<file path="src/design/pkc_pkg.sv">
// shared types and constants of the position keeper and risk check
// no dependencies; imported by every module of the block
package pkc_pkg;

  // accumulator width: largest product sum is below 2^73 in magnitude
  localparam int ACC_W = 74;

  localparam logic [1:0] CMD_EXEC  = 2'd0;
  localparam logic [1:0] CMD_PRICE = 2'd1;
  localparam logic [1:0] CMD_RISK  = 2'd2;

  localparam logic KIND_POS  = 1'b0;
  localparam logic KIND_RISK = 1'b1;

  localparam logic [1:0] CFG_MAX_POS   = 2'd0;
  localparam logic [1:0] CFG_MAX_LOSS  = 2'd1;
  localparam logic [1:0] CFG_DAILY_PNL = 2'd2;

  localparam logic [47:0] MAX_POS_RST  = 48'd1000000000;
  localparam logic [47:0] MAX_LOSS_RST = 48'd50000000;

  typedef struct packed {
    logic [1:0]         cmd;
    logic [7:0]         symbol_index;
    logic               is_fill;
    logic signed [31:0] quantity;
    logic [31:0]        price;
  } req_t;

  typedef struct packed {
    logic               kind;
    logic [7:0]         out_symbol;
    logic signed [31:0] position_qty;
    logic signed [39:0] avg_price;
    logic signed [63:0] unrealized;
    logic signed [63:0] pos_value;
    logic               approved;
  } rsp_t;

  // one table row per symbol
  typedef struct packed {
    logic               seen;
    logic               known;
    logic signed [31:0] net;
    logic signed [39:0] ent;
    logic [63:0]        pnl;
    logic [31:0]        last;
  } row_t;

  typedef enum logic [3:0] {
    MUL_NONE,
    MUL_NE_LO,
    MUL_NE_HI,
    MUL_CP,
    MUL_MV,
    MUL_DF_LO,
    MUL_DF_HI,
    MUL_RK_LO,
    MUL_RK_HI
  } mul_sel_e;

  typedef struct packed {
    logic     capture;
    logic     rd;
    logic     rd_walk;
    logic     wr;
    logic     wr_walk;
    logic     wr_zero;
    logic     idx_inc;
    logic     idx_clr;
    logic     acc_clr;
    mul_sel_e mul;
    logic     init_pos;
    logic     upd_net;
    logic     upd_ent;
    logic     set_price;
    logic     upd_pnl;
    logic     out_pos;
    logic     out_risk;
  } ctl_t;

  typedef struct packed {
    logic [1:0] cmd;
    logic       in_table;
    logic       net_zero;
    logic       sum_zero;
    logic       walk_hit;
    logic       div_done;
    logic       idx_last;
    logic       out_free;
  } sts_t;

endpackage

</file>
<file path="src/design/pkc_ctrl.sv">
// controller: sequences table clearing, fills, price walks and risk checks
// drives datapath commands from a single state machine
// depends on pkc_pkg
module pkc_ctrl (
  input  logic          clk,
  input  logic          rst,
  input  logic          req_valid,
  output logic          req_stall,
  input  pkc_pkg::sts_t sts,
  output pkc_pkg::ctl_t ctl
);
  import pkc_pkg::*;

  typedef enum logic [4:0] {
    S_CLR,
    S_IDLE,
    S_DEC,
    S_F_RD,
    S_F_CHK,
    S_F_M2,
    S_F_M3,
    S_F_M4,
    S_F_SUM,
    S_F_DIV,
    S_MV,
    S_MV2,
    S_POUT,
    S_P_RD,
    S_P_UPD,
    S_P_WR,
    S_W_RD,
    S_W_CHK,
    S_W_M2,
    S_W_M3,
    S_W_M4,
    S_W_NX,
    S_R_RD,
    S_R_CHK,
    S_R_M2,
    S_R_M3,
    S_ROUT
  } state_t;

  state_t state;
  state_t state_next;

  always_comb begin
    ctl        = '0;
    ctl.mul    = MUL_NONE;
    state_next = state;
    case (state)
      S_CLR: begin
        ctl.wr      = 1'b1;
        ctl.wr_walk = 1'b1;
        ctl.wr_zero = 1'b1;
        if (sts.idx_last) begin
          ctl.idx_clr = 1'b1;
          state_next  = S_IDLE;
        end else begin
          ctl.idx_inc = 1'b1;
        end
      end
      S_IDLE: begin
        if (req_valid) begin
          ctl.capture = 1'b1;
          state_next  = S_DEC;
        end
      end
      S_DEC: begin
        if (sts.cmd == CMD_EXEC && sts.in_table) begin
          state_next = S_F_RD;
        end else if (sts.cmd == CMD_PRICE && sts.in_table) begin
          state_next = S_P_RD;
        end else if (sts.cmd == CMD_RISK) begin
          state_next = S_R_RD;
        end else begin
          state_next = S_IDLE;
        end
      end
      S_F_RD: begin
        ctl.rd     = 1'b1;
        state_next = S_F_CHK;
      end
      S_F_CHK: begin
        if (sts.net_zero) begin
          ctl.init_pos = 1'b1;
          state_next   = S_MV;
        end else begin
          ctl.acc_clr = 1'b1;
          ctl.mul     = MUL_NE_LO;
          state_next  = S_F_M2;
        end
      end
      S_F_M2: begin
        ctl.mul    = MUL_NE_HI;
        state_next = S_F_M3;
      end
      S_F_M3: begin
        ctl.mul    = MUL_CP;
        state_next = S_F_M4;
      end
      S_F_M4: begin
        state_next = S_F_SUM;
      end
      S_F_SUM: begin
        ctl.upd_net = 1'b1;
        state_next  = sts.sum_zero ? S_MV : S_F_DIV;
      end
      S_F_DIV: begin
        if (sts.div_done) begin
          ctl.upd_ent = 1'b1;
          state_next  = S_MV;
        end
      end
      S_MV: begin
        ctl.acc_clr = 1'b1;
        ctl.mul     = MUL_MV;
        state_next  = S_MV2;
      end
      S_MV2: begin
        state_next = S_POUT;
      end
      S_POUT: begin
        if (sts.out_free) begin
          ctl.out_pos = 1'b1;
          ctl.wr      = 1'b1;
          state_next  = S_IDLE;
        end
      end
      S_P_RD: begin
        ctl.rd     = 1'b1;
        state_next = S_P_UPD;
      end
      S_P_UPD: begin
        ctl.set_price = 1'b1;
        state_next    = S_P_WR;
      end
      S_P_WR: begin
        ctl.wr      = 1'b1;
        ctl.idx_clr = 1'b1;
        state_next  = S_W_RD;
      end
      S_W_RD: begin
        ctl.rd      = 1'b1;
        ctl.rd_walk = 1'b1;
        state_next  = S_W_CHK;
      end
      S_W_CHK: begin
        if (sts.walk_hit) begin
          ctl.acc_clr = 1'b1;
          ctl.mul     = MUL_DF_LO;
          state_next  = S_W_M2;
        end else begin
          state_next = S_W_NX;
        end
      end
      S_W_M2: begin
        ctl.mul    = MUL_DF_HI;
        state_next = S_W_M3;
      end
      S_W_M3: begin
        state_next = S_W_M4;
      end
      S_W_M4: begin
        ctl.upd_pnl = 1'b1;
        state_next  = S_W_NX;
      end
      S_W_NX: begin
        ctl.wr      = 1'b1;
        ctl.wr_walk = 1'b1;
        if (sts.idx_last) begin
          ctl.idx_clr = 1'b1;
          state_next  = S_IDLE;
        end else begin
          ctl.idx_inc = 1'b1;
          state_next  = S_W_RD;
        end
      end
      S_R_RD: begin
        ctl.rd     = 1'b1;
        state_next = S_R_CHK;
      end
      S_R_CHK: begin
        ctl.acc_clr = 1'b1;
        ctl.mul     = MUL_RK_LO;
        state_next  = S_R_M2;
      end
      S_R_M2: begin
        ctl.mul    = MUL_RK_HI;
        state_next = S_R_M3;
      end
      S_R_M3: begin
        state_next = S_ROUT;
      end
      S_ROUT: begin
        if (sts.out_free) begin
          ctl.out_risk = 1'b1;
          state_next   = S_IDLE;
        end
      end
      default: begin
        state_next = S_IDLE;
      end
    endcase
  end

  always_ff @(posedge clk) begin
    if (rst) begin
      state <= S_CLR;
    end else begin
      state <= state_next;
    end
  end

  assign req_stall = (state != S_IDLE);

`ifndef SYNTHESIS
  a_out_free: assert property (@(posedge clk) disable iff (rst)
    (ctl.out_pos || ctl.out_risk) |-> sts.out_free)
    else $error("result word loaded while output register still occupied");

  a_div_wait: assert property (@(posedge clk) disable iff (rst)
    ctl.upd_ent |-> sts.div_done)
    else $error("average price taken from a busy divider");

  a_risk_ro: assert property (@(posedge clk) disable iff (rst)
    (state == S_R_RD || state == S_R_CHK || state == S_R_M2 ||
     state == S_R_M3 || state == S_ROUT) |-> !ctl.wr)
    else $error("risk check wrote the position table");
`endif

endmodule

</file>
<file path="config.mk">
export PLATFORM = sky130hd
export DESIGN_NAME = pkc_ctrl
export DESIGN_NICKNAME = d
export VERILOG_FILES = /design/src/design/pkc_pkg.sv /design/src/design/pkc_ctrl.sv
export SDC_FILE = /design/constraint.sdc
export NUM_CORES = 1
export LEC_CHECK = 0
export BUFFER_PORTS_ARGS = -buffer_cell sky130_fd_sc_hd__buf_4
export CAP_MARGIN = 20
export CORE_MARGIN = 1.5
export CORE_UTILIZATION = 54
export DETAILED_ROUTE_END_ITERATION = 10
export GPL_TIMING_DRIVEN = 0
export HOLD_SLACK_MARGIN = 0.05
export MAX_ROUTING_LAYER = met4
export PLACE_DENSITY = 0.92
export RECOVER_POWER = 50
export SLEW_MARGIN = 40
export SYNTH_ARGS = -nofsm -noshare
export SYNTH_HDL_FRONTEND = slang
export SYNTH_SLANG_ARGS = --single-unit
</file>
<file path="constraint.sdc">
create_clock -name clk -period 4.67 [get_ports clk]
set_input_delay 0.934 -clock clk [delete_from_list [all_inputs] [get_ports clk]]
set_output_delay 0.934 -clock clk [all_outputs]
set_load 0.01 [all_outputs]
</file>
# After elaboration in Yosys (flattened, before gate mapping)
# Cells that the tools add are included.
# Widths: inputs -> output; s select.
# op_classes
n_eq_ne	33
n_mux	37
n_reduce_logical	10
# ops
cell	count
$pmux 5 s26	1
$eq 5x5->1 const B	11
$mux 5	10
$eq 5x4->1 const B	8
$pmux 4 s8	1
$eq 5x3->1 const B	4
$mux 1	19
$eq 5x2->1 const B	2
$ne 2x2->1 const B	3
$reduce_or 2->1	3
$eq 5x1->1 const B	1
$logic_not 5->1	1
$ne 5x1->1 const B	1
$mux 4	1
$pmux 1 s2	2
$reduce_and 4->1	1
$reduce_or 4->1	1
$mux 3	1
$pmux 1 s3	1
$reduce_or 3->1	1
$eq 2x1->1 const B	1
$eq 2x2->1 const B	1
$logic_and 1x1->1	2
$logic_not 2->1	1
2 further kinds	2
# word_totals
register_bits	5
in_bits	12
out_inout_bits	21

# Longest topological paths before layout
# logic_depth
word_depth	5
mapped_depth	8

# Worst setup path before layout
# Ideal clock, no wire load.
# synth_path
kind	in2out
start	input port sts[5] (netlist bit)
end	output port ctl[7] (netlist bit)
arrival_time_ns	1.553
required_time_ns	3.736
slack_ns	2.183
path_stages	2
cell_sequence	nor2b_1 -> o41ai_1
# synth_rtl
item	line_no	text
from (decl)	pkc_ctrl.sv:9	input pkc_pkg::sts_t sts,
to (decl)	pkc_ctrl.sv:10	output pkc_pkg::ctl_t ctl

==> metrics.md <==
| Metric | Value |
|---|---|
| # DRC | 0 |
| Routability cong. | 1.00 |
| Worst hold path type | flop to flop |
| TNS Setup | 0 ns |
| Post-synthesis instance area | 0.00102 mm2 |
| RSZ-0062 raised after global routing | no |
| WL final | 3690 um |
| Final min period | 3.12 ns |
| Crit path buffers/inverters | 3 |
| Synth Area in Simple Gates | 47.0% |
| Sequential share of the synthesized area | 9.77% |
| Vias per inst | 6.42 |
| Post-DP HPWL | 2720 um |
| DIE HEIGHT | 46.6 um |
| Synth cell types | 41 |
| Synthesized instance count | 168 |
| Fin. Hold Viols | 0 |
| RR Endpoint | state[3] |
| Most used cell, CP | clkbuf_1 |
| Worst path depth | 6 |
| Max FO, Critical Path | 10 |
| PortBufs | 32 |
| Achievable Freq | 321 MHz |
| Startpoint Class | flop |
| CP cell instances | clkbuf_1 > clkbuf_1 > nand2_1 > o41ai_1 > a21o_1 > buf_4 |
| Crit. Startpoint | state[3] |
| Leak pwr | 0.546 nW |
| Clk sinks | 5 |
| Largest net degree at the start of global routing | 11 |
| Max-cap viol count | 0 |
| Reg clk slew, reported paths | 0.04 ns |
| Synth Area in Adders | 0% |
| WL/cell | 16.1 um |
| Hold endpoint | state[4] |
| Vias | 1470 |
| Die area | 0.00217 mm2 |
| Crit path capture type | output port |
| Core ar. | 0.00175 mm2 |
| Antenna cells | 0 |
| Area of the multi-input gates | 807 um2 |
| Rows | 15 |
| Seq cells post-synth | 5 |
| Commonest non-fill, non-tap cell in the layout | buf_4 |
| Num ports | 33 |
| Drt pass-1 iters | 5 |
| Hold Crit Depth | 3 |
| Arr. time, crit path | 2.18 ns |
| Post-synthesis mux area share | 1.10% |
| Initial antenna violation count | 0 |
| Max_slew headroom | 60.0% |
| Final worst hold slack | 0.819 ns |
| Syn Nets | 180 |
| Antenna-violating nets left | 0 |
| Complex-gate fraction of the synthesized area | 30.4% |
| Async SR Flop Fraction | 0% |
| Top_reg_cell synth | dfxtp_1 |
| Later-pin clock latency in the skew report | 0.24 ns |
| Post-CTS setup buffers | 0 |
| Synth Area in XOR/XNOR | 0.855% |
| Final nets | 217 |
| Crit-path slowest cell | clkbuf_1 |
| Largest register FFs | 5 |
| CTS Buf Count | 3 |
| Post-synth EDFFs | 0 |
| H-tree depth | 1 |
| DR iter-0 viols | 104 |
| Cell Pwr Density | 158 mW/mm2 |
| FF-to-FF setup slack | 2.70 ns |
| Clock Root Buffer | clkbuf_4 |
| Critical path class | flop to output port |
| CP top delay family | buffers and inverters |
| Largest family of logic cells by synthesized area | simple AND/OR/NAND/NOR gates |
| Largest regs | state x5 |
| R2R Path Start | state[3] |
| Layout area overhead | 25.6% |
| Area occupied by registers | 100 um2 |
| Worst r2r path cells | 6 |
| Clk_skew | 0.00778 ns |
| Die X | 46.6 um |
| Min-delay src | state[3] |
| Max-slew violation count | 0 |
| Most frequent cells in the layout | buf_4 (27), nor2_1 (22), a21oi_1 (16) |
| First-pass GRT wire length | 5690 um |
| Grt ovf | 0 |
| Status | finished, final reports clean |
| Peak supply drop | 0.0000735 V |
| Critical Path RT | 3.74 ns |
| # setup viols final | 0 |
| Mean Syn Cell Area | 6.10 um2 |
| Number of global-route vias before repair | 1251 |
| CTS resizes | 0 |
| Period utilization | 66.7% |
| Share of layout cells above drive strength 1 | 21.6% |
| Largest stage delay, worst path | 0.42 ns |
| CTS Hold Bufs | 0 |
| Clock buffer depth | 2 |
| Initial core utilization | 58.7% |
| Least-Margin Pin Slew | 0.594 ns |
| Ys Warns | 0 |
| Most flop-heavy register | state |
| TritonCTS clock tree | built |
| Gr usage total | 37.2% |
| Fillers | 172 |
[cell usage after synthesis, drive strengths merged (4+ instances only)]
cell     n  area share [%]
nor2b    6             3.7
o22ai    4             2.4
dfxtp    5             9.8
a21oi   16             7.8
nor3    13             6.3
inv      5             1.8
buf     15             9.0
nand2   13             4.8
o21ai   12             5.9
nand2b  12             7.3
nor2    22             8.1
a31oi    4             2.4
[layer usage]
layer  vias up  global-route usage [%]  wire length, um  part of all wire, %
li1        676                       -                -                    -
met1       627                    47.5             1400                   38
met2       147                    58.3             1660                   45
met3        20                    4.71              501                   14
met4         0                    15.4              130                  3.5
met5         -                       -                0                    0
[cell type report]
type / count / area share, %
well taps: 25 / 2.43
inverters: 5 / 1.46
clock buffers: 4 / 2.04
multi-input cells: 143 / 62.7
repair buffers: 32 / 16.9
flip-flops and latches: 5 / 7.77
plain buffers: 15 / 6.71
[logic make-up after synthesis]
| family | count (synthesis) |
|---|---|
| xor gates and xnor gates | 1 |
| buffers and inverters | 20 |
| DFF | 5 |
| muxes | 1 |
| AOI/OAI and AO/OA | 51 |
| and+or+nand+nor | 90 |
[worst reg2reg max path, cell delays in order, from the launching register on]
cell and delay [ns]:
dfxtp_1 0.39, clkbuf_1 0.36, clkbuf_1 0.42, nand2_1 0.19, nor3_1 0.27, nor2_1 0.07, o22ai_1 0.19
[worst max-delay path by stage]
stage | to
finish | ctl[16]
global route | ctl[16]
CTS | ctl[7]
detailed placement | ctl[7]
global placement | ctl[7]
floorplan | ctl[7]
[per-stage QoR]
stage / utilization, % / worst slack, ns / power, mW / instances / instance area (um2)
2_1_floorplan: - / 2.18 / 0.113 / 168 / 1020
3_3_place_gp: 74.3 / 2.06 / 0.151 / 225 / 1300
3_5_place_dp: 74.3 / 2.04 / 0.153 / 225 / 1300
4_1_cts: 75.8 / 1.92 / 0.203 / 229 / 1320
5_1_grt: 73.8 / 1.47 / 0.216 / 229 / 1290
6_report: 73.8 / 1.55 / 0.203 / 229 / 1290
[power breakdown]
group	switching, mW	internal (mW)	total [mW]	leakage, nW
clock network	0.0175	0.0323	0.0498	0.0150
registers	0.00158	0.0449	0.0465	0.0406
logic	0.0620	0.0452	0.107	0.491
(Power assumes the default switching activity.)
